`src/hdl/sara_pkg.sv`:
```
// Shared types, constants and a helper function for the square atlas region allocator.
`timescale 1ns / 1ps

package sara_pkg;

   localparam int SIZE_W      = 16;
   localparam int NEED_W      = 5;
   localparam int POS_W       = 10;
   localparam int CNT_W       = 2;
   localparam int TDATA_IN_W  = 16;
   localparam int TDATA_OUT_W = 24;

   localparam logic [CNT_W-1:0] LEVEL_SLOTS = 2'd3;

   localparam logic OP_ALLOC = 1'b0;
   localparam logic OP_FRESH = 1'b1;

   typedef enum logic [2:0] {
      ST_IDLE,
      ST_SEARCH,
      ST_LOAD,
      ST_SPLIT,
      ST_DONE
   } state_type;

   // Request from the sequencer to the per-level list bookkeeping.
   typedef struct packed {
      logic clear;
      logic pop;
      logic push;
   } lvl_cmd_type;

   // Ring state of the addressed level's free list.
   typedef struct packed {
      logic             empty;
      logic [CNT_W-1:0] head;
      logic [CNT_W-1:0] count;
      logic [CNT_W-1:0] tail;
   } lvl_stat_type;

   // Level whose side 2^level is the smallest power of two not below size.
   function automatic logic [NEED_W-1:0] size_level(input logic [SIZE_W-1:0] size);
      logic [SIZE_W-1:0] m;
      logic [NEED_W-1:0] lev;
      m   = (size == '0) ? '0 : size - SIZE_W'(1);
      lev = '0;
      for (int i = 0; i < SIZE_W; i++) begin
         if (m[i]) begin
            lev = NEED_W'(i + 1);
         end
      end
      return lev;
   endfunction

endpackage

```
`src/hdl/square_atlas_region_allocator.sv`:
```
// Top level: request sequencer, result register and the free-list storage.
//
//   group  dir  fields (tdata / tuser, lowest bit first)
//   req    in   tdata: block_size[15:0]           tuser: operation
//   rsp    out  tdata: pos_x[9:0], pos_y[19:10]   tuser: success
//
// A word served from its own level is popped in SEARCH, loaded in LOAD and answered
// from DONE. Each empty level searched moves the search up a level and each level split
// adds three quadrant writes. A fresh atlas or a too large size goes straight to DONE;
// a full atlas searches up to the top level first. Reset restores the empty atlas at
// once. The next word is taken in IDLE after the result is loaded; a result held by
// rsp_tready stalls the following one.
`timescale 1ns / 1ps

module square_atlas_region_allocator #(
   parameter int ATLAS_LEVELS = 10
) (
   input  logic        clock,
   input  logic        reset,
   input  logic        req_tvalid,
   output logic        req_tready,
   input  logic [sara_pkg::TDATA_IN_W-1:0]  req_tdata,   // block_size[15:0]
   input  logic        req_tuser,   // operation
   output logic        rsp_tvalid,
   input  logic        rsp_tready,
   output logic [sara_pkg::TDATA_OUT_W-1:0] rsp_tdata,   // pos_x[9:0], pos_y[19:10], zero[23:20]
   output logic        rsp_tuser    // success
);

   localparam int LW = $clog2(ATLAS_LEVELS + 1);
   localparam int CW = ATLAS_LEVELS;
   localparam logic [LW-1:0] TOP_LEVEL = LW'(ATLAS_LEVELS);

   sara_pkg::state_type    state_ff, state_in;
   sara_pkg::lvl_cmd_type  lvl_cmd;
   sara_pkg::lvl_stat_type lvl_stat;

   logic [LW-1:0] lev_ff, lev_in;
   logic [LW-1:0] need_ff, need_in;
   logic [1:0]    quad_ff, quad_in;
   logic [CW-1:0] cx_ff, cx_in;
   logic [CW-1:0] cy_ff, cy_in;
   logic          ok_ff, ok_in;

   logic                 rsp_valid_ff, rsp_valid_in;
   logic                 rsp_succ_ff, rsp_succ_in;
   logic [sara_pkg::POS_W-1:0] rsp_x_ff, rsp_x_in;
   logic [sara_pkg::POS_W-1:0] rsp_y_ff, rsp_y_in;

   logic                    req_fire;
   logic                    out_free;
   logic [sara_pkg::NEED_W-1:0] need_lvl;
   logic                    too_large;
   logic [CW-1:0]           half;
   logic [CW-1:0]           push_x, push_y;
   logic                    ram_wr_en, ram_rd_en;
   logic [LW+1:0]           ram_wr_addr, ram_rd_addr;
   logic [2*CW-1:0]         ram_wr_data, ram_rd_data;

   assign req_fire  = req_tvalid && req_tready;
   assign out_free  = !rsp_valid_ff || rsp_tready;
   assign need_lvl  = sara_pkg::size_level(req_tdata);
   assign too_large = (need_lvl > sara_pkg::NEED_W'(ATLAS_LEVELS));
   assign half      = CW'(1) << lev_ff;

   sara_level_table #(
      .ATLAS_LEVELS(ATLAS_LEVELS)
   ) u_level_table (
      .clock  (clock),
      .reset  (reset),
      .cmd    (lvl_cmd),
      .lvl_idx(lev_ff),
      .stat   (lvl_stat)
   );

   sara_slot_ram #(
      .ATLAS_LEVELS(ATLAS_LEVELS)
   ) u_slot_ram (
      .clock  (clock),
      .wr_en  (ram_wr_en),
      .wr_addr(ram_wr_addr),
      .wr_data(ram_wr_data),
      .rd_en  (ram_rd_en),
      .rd_addr(ram_rd_addr),
      .rd_data(ram_rd_data)
   );

   // Next state.
   always_comb begin
      state_in = state_ff;
      case (state_ff)
         sara_pkg::ST_IDLE: begin
            if (req_fire) begin
               if (req_tuser == sara_pkg::OP_FRESH || too_large) begin
                  state_in = sara_pkg::ST_DONE;
               end else begin
                  state_in = sara_pkg::ST_SEARCH;
               end
            end
         end
         sara_pkg::ST_SEARCH: begin
            if (!lvl_stat.empty) begin
               state_in = sara_pkg::ST_LOAD;
            end else if (lev_ff == TOP_LEVEL) begin
               state_in = sara_pkg::ST_DONE;
            end
         end
         sara_pkg::ST_LOAD: begin
            state_in = (lev_ff == need_ff) ? sara_pkg::ST_DONE : sara_pkg::ST_SPLIT;
         end
         sara_pkg::ST_SPLIT: begin
            if (quad_ff == 2'd2 && lev_ff == need_ff) begin
               state_in = sara_pkg::ST_DONE;
            end
         end
         sara_pkg::ST_DONE: begin
            if (out_free) begin
               state_in = sara_pkg::ST_IDLE;
            end
         end
         default: state_in = sara_pkg::ST_IDLE;
      endcase
   end

   // Datapath and control outputs.
   always_comb begin
      lev_in      = lev_ff;
      need_in     = need_ff;
      quad_in     = quad_ff;
      cx_in       = cx_ff;
      cy_in       = cy_ff;
      ok_in       = ok_ff;
      lvl_cmd     = '0;
      ram_wr_en   = 1'b0;
      ram_rd_en   = 1'b0;
      ram_rd_addr = {lev_ff, lvl_stat.head};
      ram_wr_addr = {lev_ff, lvl_stat.tail};
      push_x      = cx_ff;
      push_y      = cy_ff;
      req_tready  = 1'b0;
      rsp_valid_in = rsp_valid_ff && !rsp_tready;
      rsp_succ_in  = rsp_succ_ff;
      rsp_x_in     = rsp_x_ff;
      rsp_y_in     = rsp_y_ff;

      // Quadrants are queued right, below, then diagonal; top-left is kept.
      case (quad_ff)
         2'd0:    push_x = cx_ff + half;
         2'd1:    push_y = cy_ff + half;
         default: begin
            push_x = cx_ff + half;
            push_y = cy_ff + half;
         end
      endcase
      ram_wr_data = {push_y, push_x};

      case (state_ff)
         sara_pkg::ST_IDLE: begin
            req_tready = 1'b1;
            ok_in      = 1'b0;
            if (req_fire) begin
               if (req_tuser == sara_pkg::OP_FRESH) begin
                  lvl_cmd.clear = 1'b1;
               end else if (!too_large) begin
                  need_in = LW'(need_lvl);
                  lev_in  = LW'(need_lvl);
               end
            end
         end
         sara_pkg::ST_SEARCH: begin
            if (!lvl_stat.empty) begin
               lvl_cmd.pop = 1'b1;
               ram_rd_en   = 1'b1;
            end else if (lev_ff != TOP_LEVEL) begin
               lev_in = lev_ff + LW'(1);
            end
         end
         sara_pkg::ST_LOAD: begin
            ok_in = 1'b1;
            // The top level only ever holds the whole atlas at the origin.
            if (lev_ff == TOP_LEVEL) begin
               cx_in = '0;
               cy_in = '0;
            end else begin
               cx_in = ram_rd_data[CW-1:0];
               cy_in = ram_rd_data[2*CW-1:CW];
            end
            if (lev_ff != need_ff) begin
               lev_in  = lev_ff - LW'(1);
               quad_in = 2'd0;
            end
         end
         sara_pkg::ST_SPLIT: begin
            lvl_cmd.push = 1'b1;
            ram_wr_en    = (lvl_stat.count < sara_pkg::LEVEL_SLOTS);
            if (quad_ff == 2'd2) begin
               quad_in = 2'd0;
               if (lev_ff != need_ff) begin
                  lev_in = lev_ff - LW'(1);
               end
            end else begin
               quad_in = quad_ff + 2'd1;
            end
         end
         sara_pkg::ST_DONE: begin
            if (out_free) begin
               rsp_valid_in = 1'b1;
               rsp_succ_in  = ok_ff;
               rsp_x_in     = ok_ff ? sara_pkg::POS_W'(cx_ff) : '0;
               rsp_y_in     = ok_ff ? sara_pkg::POS_W'(cy_ff) : '0;
            end
         end
         default: begin
         end
      endcase
   end

   always_ff @(posedge clock) begin
      if (reset) begin
         state_ff     <= sara_pkg::ST_IDLE;
         rsp_valid_ff <= 1'b0;
         ok_ff        <= 1'b0;
         quad_ff      <= 2'd0;
      end else begin
         state_ff     <= state_in;
         rsp_valid_ff <= rsp_valid_in;
         ok_ff        <= ok_in;
         quad_ff      <= quad_in;
      end
   end

   always_ff @(posedge clock) begin
      lev_ff      <= lev_in;
      need_ff     <= need_in;
      cx_ff       <= cx_in;
      cy_ff       <= cy_in;
      rsp_succ_ff <= rsp_succ_in;
      rsp_x_ff    <= rsp_x_in;
      rsp_y_ff    <= rsp_y_in;
   end

   assign rsp_tvalid = rsp_valid_ff;
   assign rsp_tuser  = rsp_succ_ff;
   assign rsp_tdata  = {4'b0000, rsp_y_ff, rsp_x_ff};

`ifndef SYNTHESIS
   a_fresh_fails: assert property (@(posedge clock) disable iff (reset)
      (req_fire && req_tuser == sara_pkg::OP_FRESH) |=>
      (state_ff == sara_pkg::ST_DONE && !ok_ff))
      else $error("fresh atlas request did not go straight to a failed result");

   a_pop_nonempty: assert property (@(posedge clock) disable iff (reset)
      lvl_cmd.pop |-> (lvl_stat.count != '0))
      else $error("pop issued on an empty level");

   a_push_room: assert property (@(posedge clock) disable iff (reset)
      lvl_cmd.push |-> (lvl_stat.count < sara_pkg::LEVEL_SLOTS))
      else $error("quadrant pushed onto a full level");

   a_split_range: assert property (@(posedge clock) disable iff (reset)
      (state_ff == sara_pkg::ST_SPLIT) |-> (lev_ff >= need_ff && lev_ff < TOP_LEVEL))
      else $error("split level outside the requested range");
`endif

endmodule

```
`src/hdl/sara_slot_ram.sv`:
```
// Corner memory holding the free-list entries of every level, one read and one write port.
`timescale 1ns / 1ps

module sara_slot_ram #(
   parameter int ATLAS_LEVELS = 10
) (
   input  logic                                  clock,
   input  logic                                  wr_en,
   input  logic [$clog2(ATLAS_LEVELS + 1)+1:0]   wr_addr,
   input  logic [2*ATLAS_LEVELS-1:0]             wr_data,
   input  logic                                  rd_en,
   input  logic [$clog2(ATLAS_LEVELS + 1)+1:0]   rd_addr,
   output logic [2*ATLAS_LEVELS-1:0]             rd_data
);

   localparam int DEPTH = (ATLAS_LEVELS + 1) * 4;

   logic [2*ATLAS_LEVELS-1:0] mem [0:DEPTH-1];
   logic [2*ATLAS_LEVELS-1:0] rd_data_ff;

   always_ff @(posedge clock) begin
      if (wr_en) begin
         mem[wr_addr] <= wr_data;
      end
   end

   always_ff @(posedge clock) begin
      if (rd_en) begin
         rd_data_ff <= mem[rd_addr];
      end
   end

   assign rd_data = rd_data_ff;

endmodule

```
`src/hdl/sara_level_table.sv`:
```
// Per-level ring pointers and fill counts of the free lists.
`timescale 1ns / 1ps

module sara_level_table #(
   parameter int ATLAS_LEVELS = 10
) (
   input  logic                                clock,
   input  logic                                reset,
   input  sara_pkg::lvl_cmd_type               cmd,
   input  logic [$clog2(ATLAS_LEVELS + 1)-1:0] lvl_idx,
   output sara_pkg::lvl_stat_type              stat
);

   logic [sara_pkg::CNT_W-1:0] cnt_ff  [0:ATLAS_LEVELS];
   logic [sara_pkg::CNT_W-1:0] head_ff [0:ATLAS_LEVELS];
   logic [sara_pkg::CNT_W-1:0] cur_cnt;
   logic [sara_pkg::CNT_W-1:0] cur_head;
   logic [sara_pkg::CNT_W:0]   ring_sum;

   assign cur_cnt  = cnt_ff[lvl_idx];
   assign cur_head = head_ff[lvl_idx];
   assign ring_sum = {1'b0, cur_head} + {1'b0, cur_cnt};

   always_comb begin
      stat.empty = (cur_cnt == '0);
      stat.head  = cur_head;
      stat.count = cur_cnt;
      // Slot index after the youngest entry, modulo the list capacity.
      if (ring_sum >= {1'b0, sara_pkg::LEVEL_SLOTS}) begin
         stat.tail = sara_pkg::CNT_W'(ring_sum - {1'b0, sara_pkg::LEVEL_SLOTS});
      end else begin
         stat.tail = sara_pkg::CNT_W'(ring_sum);
      end
   end

   always_ff @(posedge clock) begin
      if (reset || cmd.clear) begin
         for (int i = 0; i <= ATLAS_LEVELS; i++) begin
            cnt_ff[i]  <= (i == ATLAS_LEVELS) ? sara_pkg::CNT_W'(1) : '0;
            head_ff[i] <= '0;
         end
      end else if (cmd.pop) begin
         cnt_ff[lvl_idx]  <= cur_cnt - sara_pkg::CNT_W'(1);
         head_ff[lvl_idx] <= (cur_head == sara_pkg::LEVEL_SLOTS - sara_pkg::CNT_W'(1)) ?
                             '0 : cur_head + sara_pkg::CNT_W'(1);
      end else if (cmd.push && (cur_cnt < sara_pkg::LEVEL_SLOTS)) begin
         cnt_ff[lvl_idx] <= cur_cnt + sara_pkg::CNT_W'(1);
      end
   end

endmodule
```
`config.mk`:
```
export PLATFORM = sky130hd
export DESIGN_NAME = square_atlas_region_allocator
export DESIGN_NICKNAME = d
export VERILOG_FILES = /design/src/hdl/sara_pkg.sv /design/src/hdl/square_atlas_region_allocator.sv /design/src/hdl/sara_slot_ram.sv /design/src/hdl/sara_level_table.sv
export SDC_FILE = /design/constraint.sdc
export NUM_CORES = 1
export LEC_CHECK = 0
export ABC_AREA = 1
export ABC_CLOCK_PERIOD_IN_PS = 15800
export BUFFER_PORTS_ARGS = -buffer_cell sky130_fd_sc_hd__buf_4
export CORE_MARGIN = 10
export CORE_UTILIZATION = 46
export CTS_CLUSTER_DIAMETER = 40
export DETAILED_ROUTE_END_ITERATION = 10
export GPL_TIMING_DRIVEN = 1
export PLACE_DENSITY_LB_ADDON = 0.2
export RECOVER_POWER = 100
export SYNTH_ARGS = -nofsm -noshare
export SYNTH_HDL_FRONTEND = slang
export SYNTH_HIERARCHICAL = 1
export SYNTH_SLANG_ARGS = --single-unit
```
`constraint.sdc`:
```
create_clock -name clock -period 15.8 [get_ports clock]
set_input_delay 2.37 -clock clock [delete_from_list [all_inputs] [get_ports clock]]
set_output_delay 2.37 -clock clock [all_outputs]
set_load 0.02 [all_outputs]
```
==> results of run 1 <==
flip-flops by register name, summed over array words and instances, names as in the netlist:
| signal | flops |
|---|---|
| cy_ff | 10 |
| rsp_tuser | 1 |
| rsp_tvalid | 1 |
| rsp_y_ff | 10 |
| state_ff | 3 |
| u_slot_ram/rd_data | 20 |
| u_level_table/head_ff | 32 |
| need_ff | 4 |
| cx_ff | 10 |
| ok_ff | 1 |
| rsp_x_ff | 10 |
| quad_ff | 2 |
| u_level_table/cnt_ff | 32 |
| lev_ff | 4 |
| u_slot_ram/mem | 880 |
cell families (layout without fill, tap and decap cells):
| group | after synthesis | in the layout | share of synthesized area [%] |
|---|---|---|---|
| AOI/OAI and AO/OA | 258 | 258 | 3.39 |
| xor gates and xnor gates | 23 | 23 | 0.459 |
| DFF | 1020 | 1020 | 69.5 |
| other | 1 | 4 | 0.00854 |
| adders and majority gates | 28 | 28 | 0.866 |
| buffers and inverters | 401 | 546 | 4.90 |
| and+or+nand+nor | 2130 | 2130 | 20.9 |
tightest hold or removal path, delay by kind of cell, from the launching register on:
kind,cells,cell delay (ps)
and+or+nand+nor,1,60
AOI/OAI and AO/OA,1,60
DFF,1,300
placed cells by master (no fill, tap or decap), types with 19 or more instances in the layout:
| cell | netlist | routed |
|---|---|---|
| sky130_fd_sc_hd__inv_6 | 1 | 19 |
| sky130_fd_sc_hd__o221ai_1 | 30 | 30 |
| sky130_fd_sc_hd__ha_1 | 24 | 24 |
| sky130_fd_sc_hd__clkbuf_1 | 65 | 82 |
| sky130_fd_sc_hd__nor2_1 | 290 | 277 |
| sky130_fd_sc_hd__nand3_1 | 659 | 660 |
| sky130_fd_sc_hd__buf_4 | 22 | 35 |
| sky130_fd_sc_hd__o21ai_1 | 29 | 29 |
| sky130_fd_sc_hd__inv_1 | 169 | 169 |
| sky130_fd_sc_hd__o21ai_0 | 138 | 128 |
| sky130_fd_sc_hd__nor2_2 | 15 | 28 |
| sky130_fd_sc_hd__nand2_1 | 1106 | 1109 |
| sky130_fd_sc_hd__a21oi_1 | 24 | 24 |
| sky130_fd_sc_hd__edfxtp_1 | 1009 | 1009 |
| sky130_fd_sc_hd__clkinv_1 | 2 | 20 |
| sky130_fd_sc_hd__clkbuf_16 | 0 | 138 |
layout make-up:
class                   count  area [um^2]  area share [%]
clock inverters           100         1070            2.17
clock buffers             154         3530            7.15
well taps                1265         1580            3.20
multi-input cells        2443        11400            23.1
repair buffers            106          566            1.14
flip-flops and latches   1020        30500            61.8
inverters                 186          719            1.46
cell usage after synthesis, types with 15 or more instances:
library cell and instances:
sky130_fd_sc_hd__buf_4 22, sky130_fd_sc_hd__buf_2 43, sky130_fd_sc_hd__nand3_1 659, sky130_fd_sc_hd__ha_1 24, sky130_fd_sc_hd__buf_6 64, sky130_fd_sc_hd__o22ai_1 17
sky130_fd_sc_hd__edfxtp_1 1009, sky130_fd_sc_hd__nor2_2 15, sky130_fd_sc_hd__inv_1 169, sky130_fd_sc_hd__a21oi_1 24, sky130_fd_sc_hd__o221ai_1 30, sky130_fd_sc_hd__xor2_1 20
sky130_fd_sc_hd__nor2_1 290, sky130_fd_sc_hd__buf_1 19, sky130_fd_sc_hd__clkbuf_1 65, sky130_fd_sc_hd__o21ai_1 29, sky130_fd_sc_hd__o21ai_0 138, sky130_fd_sc_hd__nand2_1 1106
metal layers:
metal / share of wire [%] / track usage, %
met1: 43 / 29.0
met2: 47 / 32.5
met3: 6.9 / 3.15
met4: 3.4 / 8.25
met5: 0 / 0
worst max-delay path by stage:
stage	cells after the start	to	slack [ps]
final	15	u_slot_ram/rd_data[12]	5410
after global routing	16	u_slot_ram/mem[35][4]	4700
after CTS	16	u_slot_ram/mem[34][8]	9440
after detailed placement	16	u_slot_ram/mem[34][3]	9450
after global placement	16	u_slot_ram/mem[34][12]	9610
after floorplan	16	u_slot_ram/mem[37][0]	10720
power by group through the flow:
stage | Sequential (mW) | Clock, mW | Combinational, mW
global route | 3.06 | 3.24 | 1.60
CTS | 3.05 | 3.13 | 1.47
global placement | 3.10 | 0 | 1.45
floorplan | 3.11 | 0 | 1.03
finish | 3.05 | 3.08 | 1.46
detailed placement | 3.10 | 0 | 1.47
==> impl.org, run 1 <==
** Clock tree
- TritonCTS buffer count :: 137
- Sinks on Clock Net :: 1,020
- H-tree level count :: 4
- Clock tree buffer depth :: 3
- After clock tree synthesis, the repair step resized 0 gates.
- Post CTS Setup Buffer Count :: 0
- The later pin in the worst-skew pair is clocked with a latency of 740 ps.
- TritonCTS built the clock tree.
- CTS clock-pin slew for the worst setup and hold paths :: 50 ps
- # hold bufs at CTS :: 0
- The tree is rooted in a sky130_fd_sc_hd__clkbuf_16.

** Timing
- At the pin with the least slew margin, the transition time is 3200 ps.
- Sum of negative setup slack :: 0 ps
- Final count of hold timing violations :: 0
- Final setup violation count :: 0
- Worst hold margin :: 473 ps
- Minimum clock period after layout :: 10,390 ps
- On the final layout, the worst clock skew is 31.2 ps.
- In this run the tightest slew margin relative to its limit is -113%.
- The number of pins exceeding their max-slew limit in the final report came to 1,696.
- Final setup slack of the worst path :: 5410 ps
- Dividing the final minimum period by the clock period gives 65.7%.
- Unrepaired setup endpoints after global routing :: false
- Maximum clock rate :: 96.3 MHz

** Synthesis
- Post-synthesis instance area :: 0.0439 mm^2
- Seq cells post-synth :: 1,020
- The synthesized netlist contains 56 unique library cells.
- EDFF count, synth :: 1,009
- The cell count after synthesis came out at 3,861.
- Warnings from Yosys :: 6
- Of the synthesized area, sequential elements account for 69.5%.
- Average size of a mapped cell :: 11.4 um^2
- Post-synth ARST share :: 0%
- Area contributors post-synth :: sky130_fd_sc_hd__edfxtp_1 69%, sky130_fd_sc_hd__nand2_1 9.5%, sky130_fd_sc_hd__nand3_1 7.5%
- Post-synth top flop :: sky130_fd_sc_hd__edfxtp_1
- sky130_fd_sc_hd__edfxtp_1 takes more of the synthesized area than any other cell.
- Of the post-synthesis cell area, the dominant cell type holds 69.0%.

** Detailed routing
- The routed layout has 28.9k vias.
- Vias per cell :: 5.48
- The first routing iteration left 3,058 violations.
- After detailed routing, the number of remaining DRC violations is 0.
- Dividing the detail-routed wire length by the instance count gives 21.6 um.
- The first detailed-routing pass ran for 6 iterations.
- In this run the remaining antenna-violating nets after routing total 0.
- Detailed Route WL :: 114 mm

** Floorplan
- Std cell rows :: 113
- Die area :: 0.108 mm^2
- Area of the placeable core :: 0.0949 mm^2
- The initial utilization of the core area, before any placement, comes to 46.3%.
- Die Y :: 329 um
- During I/O placement, the number of pins put on the boundary was 48.
- The floorplan step set the die width to 329 um.

** Cells and area
- Nets :: 3,943
- Measured on the finished design, the core utilization comes to 52.1%.
- The repair_antennas step left the layout with diodes totalling 0.
- Relative to the synthesized area, the layout overhead comes to 12.5%.
- Cells with a size suffix above 1 make up 8.68% of the layout.
- Finished layout cell area :: 0.0494 mm^2
- The finished layout holds 5,274 standard cells, fillers aside.
- Counting the fill cells in the layout gives 8,182.

** Worst setup path
- Cell with the largest stage delay on the worst path :: sky130_fd_sc_hd__clkbuf_1
- FF-to-FF Start :: lev_ff[1]
- Destination of the worst register-to-register timing path :: u_slot_ram/rd_data[12]
- The critical path starts at lev_ff[1].
- STA classifies the critical path startpoint as a flip-flop.
- At the worst endpoint, the required time is 16,260 ps.
- In this design, the critical path's most frequently occurring cell is sky130_fd_sc_hd__nand3_1.
- STA classifies the critical path endpoint as a flip-flop.
- Traced cell by cell, the critical path runs through clkbuf_1 -> clkbuf_1 -> o21ai_0 -> o221ai_1 -> nand3_1 -> nand2_1 -> clkbuf_1 -> buf_4 -> nand3_1 -> nand3_1 -> nand2_1 -> nand2_1 -> nand3_1 -> nand3_1 -> nand2_1.
- Broken down by cell family, the worst path's largest delay share belongs to buffers and inverters.
- The critical path in this run is classified as flip-flop to flip-flop.
- Measured in cells, the most critical reg-to-reg path has a length of 15.
- Largest stage delay on the critical path :: 2180 ps
- Along the worst path, the maximum fanout reaches 88.
- R2R setup slack :: 5410 ps
- CP Data Arrival Time :: 10,850 ps
- Buffers and inverters on the worst path :: 4

** Power
- Peak supply drop :: 0.0948 mV
- Summed over all cells, the static leakage comes to 18.0 nW.
- Post-layout power :: 7.60 mW
- Dividing total power by cell area gives a power density of 154 mW/mm^2.
- Registers are responsible for 40.2% of the overall power.
- Total internal power :: 5.27 mW
- For this design the total switching power over the nets is 2.33 mW.
- Combinational cell fraction of total power :: 19.3%
- Switching Share :: 30.7%
- Of the total power, the clock network draws 40.5%.

** Outcome
- The final reports fail on max-capacitance violations, max-slew violations.
- The run finished, with violations left.

** Hold path
- In this run the most critical hold path is launched from u_level_table/cnt_ff[10][0].
- Hold Crit Depth :: 2
- The worst hold path belongs to the class flip-flop to flip-flop.
- Worst Hold Path EP :: u_level_table/cnt_ff[10][0]

** Global route
- Initial antenna violation count :: 1
- The number of global-route vias before repair is 27.5k.
- For this run the aggregate overflow at the end of global routing stands at 0.
- The first global-routing pass estimated 172 mm of wire.
- Total routing usage reported by global routing :: 20.8%
- Largest net degree at the start of global routing :: 189

** Place
- Once placement finished, the instance area stood at 0.0453 mm^2.
- Input and output buffers added on the ports amount to 43.
- Placed wire-length estimate :: 64.0 mm
- Prior to clock tree synthesis, the placed netlist has a worst setup slack of 9450 ps.
- # placed instances :: 5,020
- Placer congestion estimate :: 0.876

** Flow run
- Max-cap violations in this run came to 54.
Note: power is estimated with default switching activity, not from simulation.
==> inputs of run 2 (changes only) <==
- ABC_AREA: 1 -> 0
- ABC_CLOCK_PERIOD_IN_PS: 15800 -> 9100
- clock period: 15.8 -> 9.1 ns (I/O delays scaled with it)
==> run 2 against run 1 <==
Utilization grew 0.83 points. The flow still finishes with violations (max-capacitance violations, max-slew violations). Largest power group is now sequential cells. Hold slack gained 18 ps. Combinational power shrank 82%. Cell area shrank 3.2%. Flip-flop and latch count is the same. Clock skew shrank 6.2 ps. Sequential share of layout area grew 2.0 points. Die area shrank 3.9%. Sequential power grew 68%.
==> impl.org, run 2 <==
** Synthesis
- The synthesized area came to 0.0421 mm^2 (-4.1%).
- By count the netlist is led by 1,009 x sky130_fd_sc_hd__edfxtp_1, 184 x sky130_fd_sc_hd__mux4_2, 128 x sky130_fd_sc_hd__nor2_1, 90 x sky130_fd_sc_hd__a21oi_1, 89 x sky130_fd_sc_hd__nand2_1.
- Most common cell in the synthesized netlist :: sky130_fd_sc_hd__edfxtp_1
- The number of distinct library cells after synthesis came to 87 (+55%).
- Seq cells post-synth :: 1,020 (unchanged)
- The fraction of synthesis flops using an asynchronous set or reset pin was 0% (unchanged).
- The average instance area after synthesis came to 18.3 um^2 (+61%).
- Fraction of synthesized cell area taken by the top area cell type :: 72.0% (+3.0 points)
- The yosys synthesis warning count was 6 (unchanged).
- The sequential element share of the synthesized area is 72.5% (+3.0 points).
- In the synthesized netlist the dominant register cell turns out to be sky130_fd_sc_hd__edfxtp_1.
- Synth area leader :: sky130_fd_sc_hd__edfxtp_1
- After synthesis, the cell types taking the most area are sky130_fd_sc_hd__edfxtp_1 72%, sky130_fd_sc_hd__mux4_2 9.8%, sky130_fd_sc_hd__mux2i_1 2.0%.
- The count of flip-flops with a built-in enable after synthesis was 1,009 (unchanged).
- The number of instances in the synthesized netlist was 2,303 (-40%).

** Power
- Total power per unit cell area :: 217 mW/mm^2 (+41%)
- Static Leak :: 15.3 nW (-15%)
- Peak supply drop :: 0.163 mV (+72%)

** Clock tree
- TritonCTS buffer count :: 130 (-5.1%)
- The maximum buffer depth of the clock tree is 3 (unchanged).
- The number of H-tree levels was 4 (unchanged).
- TritonCTS built the clock tree.
- Sinks on Clock Net :: 1,020 (unchanged)
- Count of cells resized by post-cts repair :: 0 (unchanged)
- The clock latency reported for the late side of the worst-skew pair is 720 ps (-20 ps).
- The clock-pin slew reported for the worst setup and hold paths after clock tree synthesis came to 50 ps (about the same).
- The tree is rooted in a sky130_fd_sc_hd__clkbuf_16.
- Post CTS Setup Buffer Count :: 0 (unchanged)
- # hold bufs at CTS :: 0 (unchanged)

** Worst setup path
- In this design, the largest share of critical-path delay is due to simple AND/OR/NAND/NOR gates.
- Startpoint of the worst setup timing path :: lev_ff[0]
- Cell breakdown of the critical path :: clkbuf_1 -> mux4_1 -> mux4_2 -> inv_1 -> fa_1 -> inv_1 -> ha_1 -> nor3b_1 -> o21a_1 -> nand2b_1 -> nor2_1
- FF-to-FF Start :: lev_ff[0]
- The endpoint arrival time on the critical path was 7620 ps (-3230 ps).
- CP Data Required Time :: 9380 ps (-6880 ps)
- The cell that appears most often on the critical path is sky130_fd_sc_hd__inv_1.
- On the critical path, the stage with the largest delay is an instance of sky130_fd_sc_hd__nor2_1.
- The critical path in this run is classified as flip-flop to flip-flop.
- STA classifies the critical path endpoint as a flip-flop.
- The cell depth of the worst flop-to-flop path is 11 (-4).
- R2R setup slack :: 1760 ps (-3660 ps)
- The buffer and inverter count on the worst path came to 3 (-1).
- Maximum net fanout on the critical path :: 46 (-48%)
- Largest stage delay on the critical path :: 1660 ps (-520 ps)
- The endpoint identified for the worst register-to-register timing path is u_slot_ram/mem[26][3].
- Nature of the critical path startpoint :: flip-flop

** Floorplan
- The top-level port count was 48 (unchanged).
- The core area was 0.0904 mm^2 (-4.7%).
- Starting density of the core :: 46.6% (+0.27 points)
- Die Y :: 323 um (-2.0%)
- Std cell rows :: 110 (-2.7%)
- The die footprint is 0.104 mm^2 (-3.9%).
- The overall die width is 323 um (-2.0%).

** Timing
- The measured slew at the worst slew-check pin was 2760 ps (-435 ps).
- Final count of hold timing violations :: 0 (unchanged)
- The setup total negative slack was 0 ps (unchanged).
- Final number of max-transition violations :: 1,228 (-28%)
- Worst Skew :: 25.0 ps (-6.21 ps)
- Final setup slack of the worst path :: 1760 ps (-3660 ps)
- The portion of the clock cycle consumed by the worst path in the final layout is 80.7% (+15 points).
- The count of final setup violators was 0 (unchanged).
- Unrepaired setup endpoints after global routing :: false
- The post-layout minimum cycle time was 7340 ps (-3040 ps).
- Max transition margin :: -84.2% (+29 points)
- Maximum clock rate :: 136 MHz (+41%)

** Detailed routing
- The number of DRC violations after detailed routing is 0 (unchanged).
- The first-pass iteration count of the detailed router was 6 (unchanged).
- Vias per cell :: 6.01 (+9.7%)
- Per-cell routed wire length :: 27.6 um (+28%)
- The DRC marker count from the first detailed-route iteration came to 2,431 (-21%).
- The antenna violation net count after detailed routing was 0 (unchanged).
- The overall routed net length is 102 mm (-11%).
- Number of vias after detailed routing :: 22.2k (-23%)

** Cells and area
- The multi-input gate area in the final layout was 0.0109 mm^2 (-4.4%).
- Commonest non-fill, non-tap cells in the layout :: 1,009 x sky130_fd_sc_hd__edfxtp_1, 183 x sky130_fd_sc_hd__mux4_2, 133 x sky130_fd_sc_hd__clkbuf_16
- The largest registers in the layout are u_slot_ram/mem (880), u_level_table/cnt_ff (32), u_level_table/head_ff (32).
- FF/Latch Area :: 0.0305 mm^2 (unchanged)
- Ratio of cells with drive above 1 in the final layout :: 22.0% (+13 points)
- Nets :: 2,454 (-38%)
- Final Non-Filler Cells :: 3,689 (-30%)
- Max reg flops :: 880 (unchanged)
- Ranked by flip-flop count, first place goes to u_slot_ram/mem.
- Relative to the synthesized area, the layout overhead comes to 13.7%.
- Share of the core filled with cells in the final layout :: 52.9% (+0.83 points)
- The fill cell instance count of the final layout came to 7,033 (-14%).
- Leading cell type in the layout, fill and taps excluded :: sky130_fd_sc_hd__edfxtp_1

** Place
- The placer congestion estimate came to 0.879 (+0.38%).
- The worst slack at placement was 2830 ps (-6620 ps).
- Buffers on Ports :: 43 (unchanged)
- The placed wire-length estimate after detailed placement is 61.7 mm (-3.6%).
- # placed instances :: 3,449 (-31%)

** Global route
- First-pass GRT wire length :: 149 mm (-13%)
- Largest net degree at the start of global routing :: 108 (-43%)
- Aggregate global routing overflow :: 0 (unchanged)
- Initial antenna violation count :: 3 (+2)
- The number of global-route vias before repair is 22.2k (-19%).
- Total routing usage reported by global routing :: 19.5% (-1.3 points)

** Outcome
- Violations in the final reports :: max-capacitance violations, max-slew violations
- Outcome :: complete, but fails checks

** Hold path
- The worst hold path stage count is 2 (unchanged).
- Path type of the worst min-delay path :: flip-flop to flip-flop
- Hold path startpoint :: u_level_table/head_ff[10][1]
- Worst Hold Path EP :: u_level_table/head_ff[10][1]

** Flow run
- Max-Cap Viols :: 36 (-33%)
## run 2: changes by cell type in the layout (fill, tap and decap cells not counted), moves of 85 or more
cell | before | now
sky130_fd_sc_hd__nand3_1 | 660 | 16
sky130_fd_sc_hd__nand2_1 | 1109 | 89
sky130_fd_sc_hd__nor2_1 | 277 | 101
sky130_fd_sc_hd__inv_1 | 169 | 31
sky130_fd_sc_hd__mux2i_1 | 0 | 85
sky130_fd_sc_hd__mux4_2 | 0 | 183
## run 2: power breakdown
| part | internal (mW) | leakage, nW | total [mW] | switching, mW |
|---|---|---|---|---|
| Clock | 3.03 | 2.07 | 5.01 | 1.98 |
| Combinational | 0.109 | 3.99 | 0.270 | 0.162 |
| Sequential | 5.11 | 9.21 | 5.12 | 0.00581 |
| Total | 8.25 | 15.3 | 10.4 | 2.14 |
## run 2: worst max path at each step
stage                             end  depth (start not counted)
2_1_floorplan   u_slot_ram/mem[0][18]                         12
6_report        u_slot_ram/mem[26][3]                         11
4_1_cts         u_slot_ram/mem[11][2]                         11
3_5_place_dp    u_slot_ram/mem[43][9]                         11
3_3_place_gp   u_slot_ram/mem[35][10]                         11
5_1_grt         u_slot_ram/mem[17][9]                         12
## run 2: kinds of logic after synthesis
family	count (synthesis)	synth area share, %
flip-flops	1020	72.5
AND/OR/NAND/NOR	408	4.98
AO/OA/AOI/OAI	336	5.22
multiplexers	324	13.8
buffers and inverters	162	2.07
adder cells (fa/ha/maj)	28	0.904
XOR/XNOR	24	0.499
other	1	0.00891
## run 2: layout make-up
class	instances	share of cell area (%)
Sequential cell	1020	63.8
Multi-Input combinational cell	1124	22.8
Clock buffer	151	7.12
Tap cell	1176	3.08
Clock inverter	88	1.85
Timing Repair Buffer	98	1.10
Inverter	31	0.243
Antenna cell	1	0.00523
## run 2: worst register-to-register path, cell delays in order, from the launching register on
cell and delay, ps:
sky130_fd_sc_hd__edfxtp_1 630, sky130_fd_sc_hd__clkbuf_1 810, sky130_fd_sc_hd__mux4_1 430, sky130_fd_sc_hd__mux4_2 1150
sky130_fd_sc_hd__inv_1 250, sky130_fd_sc_hd__fa_1 620, sky130_fd_sc_hd__inv_1 50, sky130_fd_sc_hd__ha_1 190
sky130_fd_sc_hd__nor3b_1 240, sky130_fd_sc_hd__o21a_1 540, sky130_fd_sc_hd__nand2b_1 320, sky130_fd_sc_hd__nor2_1 1660
## run 2: per-stage QoR
stage	area [um^2]	total power [mW]	hold slack [ps]
floorplan	42100	5.41	435
global placement	43900	5.49	480
detailed placement	43900	5.49	495
CTS	48200	10.5	492
global route	47800	10.7	504
finish	47800	10.4	491
## run 2: layer usage
layer	vias up	share of wire, %	global-route usage [%]
met1	11600	41	26.6
li1	9536	-	-
met3	164	8.4	4.74
met4	0	3.1	6.92
met2	906	47	30.3
met5	-	0	0
